`src/sv/mds_pkg.sv`:
```
package mds_pkg;

   localparam int MAX_DIGITS_DEFAULT = 4;

   // Register indexes on the csr port
   localparam logic CSR_DIGIT_COUNT   = 1'b0;
   localparam logic CSR_INVERTED_MODE = 1'b1;

   // Reset values of the configuration registers
   localparam logic [2:0] DIGIT_COUNT_RESET = 3'd4;

   // Reciprocal multipliers for the decimal split of a 14-bit number
   localparam logic [12:0] TENTH_MUL      = 13'd6554;  // >> 16
   localparam logic [12:0] HUNDREDTH_MUL  = 13'd5243;  // >> 19
   localparam logic [13:0] THOUSANDTH_MUL = 14'd8389;  // >> 23

   typedef enum logic [1:0] {
      KIND_SET_RAW    = 2'd0,
      KIND_SET_NUMBER = 2'd1,
      KIND_READ       = 2'd2,
      KIND_SCAN       = 2'd3
   } kind_type;

   // Accepted beat plus its precomputed quotients
   typedef struct packed {
      kind_type    kind;
      logic [2:0]  digit_index;
      logic [7:0]  segment_value;
      logic [13:0] number_value;
      logic [10:0] quot_ten;
      logic [7:0]  quot_hundred;
      logic [4:0]  quot_thousand;
   } item_type;

   typedef struct packed {
      logic [7:0] segment_port;
      logic [3:0] digit_enable;
      logic [7:0] read_value;
   } result_type;

   // bit0 = a .. bit6 = g, active high
   function automatic logic [7:0] seg_pattern(input logic [3:0] digit);
      logic [7:0] pat;
      case (digit)
         4'd0:    pat = 8'h3F;
         4'd1:    pat = 8'h06;
         4'd2:    pat = 8'h5B;
         4'd3:    pat = 8'h4F;
         4'd4:    pat = 8'h66;
         4'd5:    pat = 8'h6D;
         4'd6:    pat = 8'h7D;
         4'd7:    pat = 8'h07;
         4'd8:    pat = 8'h7F;
         4'd9:    pat = 8'h6F;
         default: pat = 8'h00;
      endcase
      return pat;
   endfunction

endpackage

```
`src/sv/mds_decimal_split.sv`:
```
module mds_decimal_split (
   input  logic [13:0] number_value,
   output logic [10:0] quot_ten,
   output logic [7:0]  quot_hundred,
   output logic [4:0]  quot_thousand
);
   import mds_pkg::*;

   logic [26:0] prod_ten;
   logic [26:0] prod_hundred;
   logic [27:0] prod_thousand;

   // Exact floor quotients for every 14-bit input
   assign prod_ten      = 27'(number_value) * 27'(TENTH_MUL);
   assign prod_hundred  = 27'(number_value) * 27'(HUNDREDTH_MUL);
   assign prod_thousand = 28'(number_value) * 28'(THOUSANDTH_MUL);

   assign quot_ten      = prod_ten[26:16];
   assign quot_hundred  = prod_hundred[26:19];
   assign quot_thousand = prod_thousand[27:23];

endmodule

```
`src/sv/mds_display_state.sv`:
```
module mds_display_state #(
   parameter int MAX_DIGITS = mds_pkg::MAX_DIGITS_DEFAULT
) (
   input  logic               clock,
   input  logic               reset,
   input  logic               csr_we,
   input  logic               csr_index,
   input  logic [2:0]         csr_wdata,
   input  logic               fire,
   input  mds_pkg::item_type  item,
   output mds_pkg::result_type result
);
   import mds_pkg::*;

   localparam int IDX_W = (MAX_DIGITS > 1) ? $clog2(MAX_DIGITS) : 1;

   logic [2:0]       count_ff;
   logic             inv_ff;
   logic [7:0]       store_ff [MAX_DIGITS];
   logic [7:0]       store_in [MAX_DIGITS];
   logic [IDX_W-1:0] pos_ff, pos_in;
   logic [3:0]       pins_ff, pins_in;
   logic [7:0]       latch_ff, latch_in;

   logic [2:0]       active;
   logic [3:0]       digit [4];
   logic [10:0]      rem_ten;
   logic [7:0]       rem_hundred;
   logic [13:0]      rem_unit;
   logic [IDX_W-1:0] scan_pos;
   logic [2:0]       scan_next;
   logic [IDX_W-1:0] rd_addr;
   logic [7:0]       rd_data;
   logic [3:0]       on_mask;
   logic [7:0]       read_v;

   // Effective digit count: zero acts as one, clamp at MAX_DIGITS
   always_comb begin
      if (count_ff == 3'd0) begin
         active = 3'd1;
      end else if (count_ff > 3'(MAX_DIGITS)) begin
         active = 3'(MAX_DIGITS);
      end else begin
         active = count_ff;
      end
   end

   // Remainders from the precomputed quotients
   always_comb begin
      rem_unit    = item.number_value - ({item.quot_ten[10:0], 3'b000}
                    + {2'b00, item.quot_ten, 1'b0});
      rem_ten     = item.quot_ten - ({item.quot_hundred, 3'b000}
                    + {2'b00, item.quot_hundred, 1'b0});
      rem_hundred = item.quot_hundred - ({item.quot_thousand[4:0], 3'b000}
                    + {2'b00, item.quot_thousand, 1'b0});
      digit[0]    = rem_unit[3:0];
      digit[1]    = rem_ten[3:0];
      digit[2]    = rem_hundred[3:0];
      digit[3]    = (item.quot_thousand >= 5'd10) ? 4'(item.quot_thousand - 5'd10)
                                                  : item.quot_thousand[3:0];
   end

   // Scan position, pulled back to digit 0 if the count was lowered
   assign scan_pos  = (3'(pos_ff) >= active) ? '0 : pos_ff;
   assign scan_next = 3'(scan_pos) + 3'd1;
   assign on_mask   = 4'd1 << scan_pos;

   assign rd_addr = (item.kind == KIND_READ) ? item.digit_index[IDX_W-1:0] : scan_pos;
   assign rd_data = store_ff[rd_addr];

   always_comb begin
      store_in = store_ff;
      pos_in   = pos_ff;
      pins_in  = pins_ff;
      latch_in = latch_ff;
      read_v   = 8'h00;
      case (item.kind)
         KIND_SET_RAW: begin
            for (int k = 0; k < MAX_DIGITS; k++) begin
               if (item.digit_index == 3'(k) && 3'(k) < active) begin
                  store_in[k] = inv_ff ? ~item.segment_value : item.segment_value;
               end
            end
         end
         KIND_SET_NUMBER: begin
            for (int k = 0; k < MAX_DIGITS; k++) begin
               if (3'(k) < active) begin
                  store_in[k] = inv_ff ? ~seg_pattern(digit[k]) : seg_pattern(digit[k]);
               end
            end
         end
         KIND_READ: begin
            if (item.digit_index < active) begin
               read_v = inv_ff ? ~rd_data : rd_data;
            end
         end
         KIND_SCAN: begin
            pins_in  = inv_ff ? on_mask : ~on_mask;
            latch_in = rd_data;
            pos_in   = (scan_next >= active) ? '0 : scan_next[IDX_W-1:0];
         end
         default: begin
            read_v = 8'h00;
         end
      endcase
   end

   assign result.read_value   = read_v;
   assign result.digit_enable = pins_in;
   assign result.segment_port = latch_in;

   always_ff @(posedge clock) begin
      if (reset) begin
         count_ff <= DIGIT_COUNT_RESET;
         inv_ff   <= 1'b0;
         pos_ff   <= '0;
         pins_ff  <= 4'hF;
         latch_ff <= 8'h00;
         for (int k = 0; k < MAX_DIGITS; k++) begin
            store_ff[k] <= 8'h00;
         end
      end else begin
         if (csr_we) begin
            case (csr_index)
               CSR_DIGIT_COUNT:   count_ff <= csr_wdata;
               CSR_INVERTED_MODE: inv_ff   <= csr_wdata[0];
               default:           count_ff <= count_ff;
            endcase
         end
         if (fire) begin
            store_ff <= store_in;
            pos_ff   <= pos_in;
            pins_ff  <= pins_in;
            latch_ff <= latch_in;
         end
      end
   end

endmodule

```
`src/sv/multiplexed_seven_segment_driver_core.sv`:
```
// Multiplexed seven-segment driver core. Keeps one segment byte per digit
// (up to MAX_DIGITS, at most four) and handles four kinds of request beat,
// selected by req_tuser: set a raw byte, set a decimal number 0..9999
// (larger numbers wrap modulo 10000), read a byte back, or a scan tick that
// lights the next digit and latches its byte onto the segment port. Every
// request beat returns exactly one response beat carrying the read value
// (zero unless a read hits a digit in use), the digit select pin levels and
// the segment port byte. Throughput is one beat per clock while rsp_tready is
// high. The first register stage holds the beat with its /10, /100, /1000
// reciprocal products, the second applies the remainders, pattern lookup and
// state update and registers the response.
// While a response waits for rsp_tready the request side takes one more beat
// into the input stage, which acts as the skid, and then holds req_tready low.
// Write csr registers only while idle:
// index 0 is digit_count (0 acts as 1, clamped to MAX_DIGITS), index 1 is
// inverted_mode (complemented bytes on store and read, active-high selects).
module multiplexed_seven_segment_driver_core #(
   parameter int MAX_DIGITS = mds_pkg::MAX_DIGITS_DEFAULT
) (
   input  logic        clock,
   input  logic        reset,
   // request channel
   input  logic        req_tvalid,
   output logic        req_tready,
   input  logic [31:0] req_tdata,   // digit_index[2:0], segment_value[10:3],
                                    // number_value[24:11], zero pad
   input  logic [1:0]  req_tuser,   // kind[1:0]
   // response channel
   output logic        rsp_tvalid,
   input  logic        rsp_tready,
   output logic [23:0] rsp_tdata,   // read_value[7:0], digit_enable[11:8],
                                    // segment_port[19:12], zero pad
   // configuration write port
   input  logic        csr_we,
   input  logic        csr_index,
   input  logic [2:0]  csr_wdata
);
   import mds_pkg::*;

   logic       s1_valid_ff, s1_valid_in;
   item_type   s1_item_ff, s1_item_in;
   logic       rsp_valid_ff, rsp_valid_in;
   result_type rsp_data_ff;
   result_type result;

   logic       req_beat;
   logic       advance;

   // Quotients are computed from the incoming beat, ahead of the first register
   mds_decimal_split u_split (
      .number_value  (req_tdata[24:11]),
      .quot_ten      (s1_item_in.quot_ten),
      .quot_hundred  (s1_item_in.quot_hundred),
      .quot_thousand (s1_item_in.quot_thousand)
   );

   assign s1_item_in.kind          = kind_type'(req_tuser);
   assign s1_item_in.digit_index   = req_tdata[2:0];
   assign s1_item_in.segment_value = req_tdata[10:3];
   assign s1_item_in.number_value  = req_tdata[24:11];

   // Second stage moves when the response slot is free or being drained
   assign advance    = s1_valid_ff && (!rsp_valid_ff || rsp_tready);
   assign req_tready = !s1_valid_ff || advance;
   assign req_beat   = req_tvalid && req_tready;

   mds_display_state #(
      .MAX_DIGITS (MAX_DIGITS)
   ) u_state (
      .clock     (clock),
      .reset     (reset),
      .csr_we    (csr_we),
      .csr_index (csr_index),
      .csr_wdata (csr_wdata),
      .fire      (advance),
      .item      (s1_item_ff),
      .result    (result)
   );

   always_comb begin
      if (req_beat) begin
         s1_valid_in = 1'b1;
      end else if (advance) begin
         s1_valid_in = 1'b0;
      end else begin
         s1_valid_in = s1_valid_ff;
      end
      if (advance) begin
         rsp_valid_in = 1'b1;
      end else if (rsp_tready) begin
         rsp_valid_in = 1'b0;
      end else begin
         rsp_valid_in = rsp_valid_ff;
      end
   end

   always_ff @(posedge clock) begin
      if (reset) begin
         s1_valid_ff  <= 1'b0;
         rsp_valid_ff <= 1'b0;
      end else begin
         s1_valid_ff  <= s1_valid_in;
         rsp_valid_ff <= rsp_valid_in;
      end
   end

   // Payload registers, no reset
   always_ff @(posedge clock) begin
      if (req_beat) begin
         s1_item_ff <= s1_item_in;
      end
      if (advance) begin
         rsp_data_ff <= result;
      end
   end

   assign rsp_tvalid = rsp_valid_ff;
   assign rsp_tdata  = {4'b0000, rsp_data_ff.segment_port,
                        rsp_data_ff.digit_enable, rsp_data_ff.read_value};

endmodule

```
`config.mk`:
```
export PLATFORM = sky130hd
export DESIGN_NAME = multiplexed_seven_segment_driver_core
export DESIGN_NICKNAME = d
export VERILOG_FILES = /design/src/sv/mds_pkg.sv /design/src/sv/mds_decimal_split.sv /design/src/sv/mds_display_state.sv /design/src/sv/multiplexed_seven_segment_driver_core.sv
export SDC_FILE = /design/constraint.sdc
export NUM_CORES = 1
export LEC_CHECK = 0
export ABC_AREA = 1
export ABC_CLOCK_PERIOD_IN_PS = 5000
export BUFFER_PORTS_ARGS = -buffer_cell sky130_fd_sc_hd__buf_2
export CAP_MARGIN = 5
export CORE_MARGIN = 4
export CORE_UTILIZATION = 60
export CTS_BUF_LIST = sky130_fd_sc_hd__clkbuf_8 sky130_fd_sc_hd__clkbuf_16
export CTS_CLUSTER_SIZE = 8
export DETAILED_ROUTE_END_ITERATION = 10
export HOLD_SLACK_MARGIN = 0.05
export PLACE_DENSITY = 0.78
export SLEW_MARGIN = 20
export SYNTH_ARGS = -nofsm -noshare
export SYNTH_HDL_FRONTEND = slang
export SYNTH_SLANG_ARGS = --single-unit
export TNS_END_PERCENT = 10
```
`constraint.sdc`:
```
create_clock -name clock -period 5 [get_ports clock]
set_input_delay 0.75 -clock clock [delete_from_list [all_inputs] [get_ports clock]]
set_output_delay 0.75 -clock clock [all_outputs]
set_load 0.02 [all_outputs]
```
==> results_dict.tcl <==
set metrics [dict create \
    drt_pre_antenna_iters 5 \
    first_global_vias 11900 \
    critPathKind "in2reg" \
    gp_congestion 0.932 \
    antenna_cells 0 \
    status "finished, final reports clean" \
    cts_sinks 102 \
    final_nets 2252 \
    synth_cell_type_count 43 \
    synthFlopType "dfxtp_1" \
    final_area_um2 15200 \
    finalSetupViolCount 0 \
    critical_path_arrival_ns 4.89 \
    worst_setup_path_start_kind "input port" \
    r2r_slack_ns 2.16 \
    hold_buffers 0 \
    netlist_instances 1757 \
    powerDensity_nw_per_um2 476 \
    routedWlPerCell_um 15.3 \
    yosysSeqAreaShare_pct 18.1 \
    drive_above_1_share_pct 9.44 \
    post-route-period-util_pct 96.0 \
    rr_endpoint "u_state.pos_ff[1]$_SDFFE_PP0P_" \
    cts_tree "built" \
    min_period_ns 4.80 \
    final_cells 2157 \
    hold_path.class "reg2reg" \
    cap_violations 0 \
    vias 11700 \
    hpwl_um 27900 \
    die_w_um 161 \
    synthDominantCellAreaShare_pct 21.8 \
    hold_path_depth 2 \
    track_usage_pct 25.8 \
    routed_wirelength_um 33100 \
    dieArea_um2 25900 \
    ir_drop_uv 314 \
    whs_endpoint "u_state.pins_ff[3]$_SDFFE_PP1P_" \
    cts.path.max_buffers 2 \
    grt_max_degree 49 \
    rsz0062_at_grt "false" \
    syn_area_per_cell_um2 8.00 \
    ioPinCount 69 \
    rows 55 \
    htree_levels 3 \
    multi_input_area_um2 9910 \
    core_um2 22800 \
    grt_pass1_wl_um 54900 \
    clkSlewWorstSetupHoldPaths_ns 0.07 \
    nFillCells 1902 \
    worst_path_max_delay_cell "fa_1" \
    die_h_um 161 \
    fmax_mhz 208 \
    dpl_cell_area_um2 14900 \
    ff_latch_area_um2 2540 \
    timing.setup.tns_ns 0 \
    synth.area.top_cells "ha_1 (22%), fa_1 (18%), edfxtp_1 (11%)" \
    required_ns 5.09 \
    grt_overflow 0 \
    synth_seq_cells 102 \
    initial_core_util_pct 61.5 \
    reg2reg_depth 15 \
    path_cells "buf_2 -> ha_1 -> xor2_1 -> ha_1 -> or2_2 -> fa_1 -> inv_1 -> fa_1 -> fa_1 -> inv_1 -> ha_1 -> nand2_1 -> nor4_1 -> o21ai_0 -> nand3_1 -> nand2_1" \
    p_leak_nw 8.27 \
    async_reset_ff_share_pct 0 \
    synthesis.area_um2 14100 \
    whs_ns 0.489 \
    drc_errors 0 \
    yosys.area.top_type "ha_1" \
    antenna_found_initial 0 \
    hold_viol_final 0 \
    drt-initial-drc-count 776 \
    regToRegStartpoint "u_state.count_ff[2]$_SDFFE_PP1P_" \
    clk-insertion-delay-late_ns 0.35 \
    worstHoldStart "u_state.pins_ff[3]$_SDFFE_PP1P_" \
    crit_start "req_tdata[13]" \
    relSlewSlack_pct 31.7 \
    postLayoutCoreUtil_pct 66.7 \
    cts_made_buffers 9 \
    end_kind "register" \
    crit_fanout 5 \
    placed_cells 2140 \
    ant_nets 0 \
    port_buffers 57 \
    skew_ns 0.00825 \
    syn_to_final_growth_pct 8.38 \
    slowest_delay_ns 0.55 \
    slew_viol_final 0 \
    synth-edff-count 50 \
    yosysWarnings 0 \
    avgViaCountPerCell 5.41 \
    cts-root-buf "clkbuf_16" \
    tightest_slew_ns 1.02 \
]
==> cells in the final DEF, fill, tap and decap left out, drive strengths merged <==
cell / count
a211oi: 4
a21o: 14
a21oi: 100
a221oi: 1
a31oi: 1
and2: 1
and3: 1
buf: 98
clkbuf: 12
clkinv: 2
clkinvlp: 1
conb: 4
dfxtp: 52
edfxtp: 50
fa: 125
ha: 245
inv: 396
nand2: 306
nand3: 163
nand3b: 6
nand4: 4
nor2: 91
nor3: 7
nor4: 9
o211ai: 8
o21a: 1
o21ai: 83
o21bai: 5
or2: 2
xnor2: 25
xor2: 27
==> area by class of cell <==
class / count / area share (%)
multi-input combinational: 1233 / 65.0
sequential: 102 / 16.7
inverter: 393 / 9.70
timing repair buffer: 100 / 4.01
tap: 313 / 2.57
clock buffer: 10 / 1.64
clock inverter: 6 / 0.353
==> cells in the mapped netlist (2+ instances only) <==
master and number:
o21ai_0 75, fa_1 125, nor4_1 9, o21bai_1 5
nor3_1 7, xor2_1 27, buf_4 6, a21o_1 14
nand2_4 3, nand3_2 17, buf_2 8, nand2_1 283
clkbuf_1 16, nand2_2 20, nor2_1 88, nor2_2 3
xnor2_1 25, ha_1 245, nand3b_1 5, o211ai_1 8
inv_1 387, a211oi_1 4, dfxtp_1 52, nand4_1 3
nand3_1 146, o21ai_1 8, inv_2 4, or2_2 2
edfxtp_1 50, a21oi_1 99
==> how the worst max path moves through the flow <==
stage                                    end  slack, ns  depth (start not counted)
finish              s1_item_ff[14]$_DFFE_PP_       0.20                         16
global route        s1_item_ff[15]$_DFFE_PP_      0.004                         18
CTS                 s1_item_ff[13]$_DFFE_PP_       0.21                         15
detailed placement  s1_item_ff[13]$_DFFE_PP_      -0.16                         15
global placement    s1_item_ff[13]$_DFFE_PP_     -0.007                         17
floorplan           s1_item_ff[15]$_DFFE_PP_       0.41                         17
==> stage by stage <==
step | power, W | worst slack (ns)
2_1_floorplan | 0.00522 | 0.412
3_3_place_gp | 0.00632 | -0.00713
3_5_place_dp | 0.00650 | -0.164
4_1_cts | 0.00723 | 0.209
5_1_grt | 0.00818 | 0.00417
6_report | 0.00726 | 0.201
==> flip-flops by register name, summed over array words and instances, names as in the netlist <==
| signal | cells |
|---|---|
| u_state.latch_ff | 8 |
| rsp_tdata | 20 |
| s1_item_ff | 30 |
| u_state.pos_ff | 2 |
| u_state.pins_ff | 4 |
| u_state.count_ff | 3 |
| s1_valid_ff | 1 |
| u_state.inv_ff | 1 |
| rsp_tvalid | 1 |
| u_state.store_ff | 32 |
==> worst max-delay path, delay by kind of cell <==
kind / cells / cell delay (ns)
AND/OR/NAND/NOR: 5 / 1.01
XOR/XNOR: 1 / 0.20
AO/OA/AOI/OAI: 1 / 0.20
adder cells (fa/ha/maj): 6 / 2.45
buffers and inverters: 3 / 0.27
==> metal layers <==
layer / vias up / global-route usage (%) / routed length (um)
met1: 5514 / 32.8 / 14200
met4: 0 / 10.5 / 1350
met3: 96 / 3.67 / 1520
met5: - / 0 / 0
li1: 5748 / - / -
met2: 302 / 44.6 / 16000
==> cells by family (layout without fill, tap and decap cells) <==
| family | count (synthesis) | in the layout | synth area share [%] |
|---|---|---|---|
| AOI/OAI and AO/OA | 217 | 217 | 8.36 |
| xor gates and xnor gates | 52 | 52 | 3.24 |
| adders and majority gates | 370 | 370 | 39.6 |
| buffers and inverters | 425 | 509 | 11.6 |
| DFF | 102 | 102 | 18.1 |
| other | 1 | 4 | 0.0267 |
| and+or+nand+nor | 590 | 590 | 19.0 |
==> what timing repair did <==
item,in CTS,in global routing
hold endpoints to repair,0,0
endpoints found under the setup margin,0,2
resized for setup,0,3
buffers inserted,0,0
==> power by group <==
part           switching (W)  internal (W)  total (W)
combinational        0.00341       0.00206    0.00546
clock               0.000330      0.000375   0.000705
sequential         0.0000780       0.00101    0.00109
Note: power is estimated with default switching activity, not from simulation.
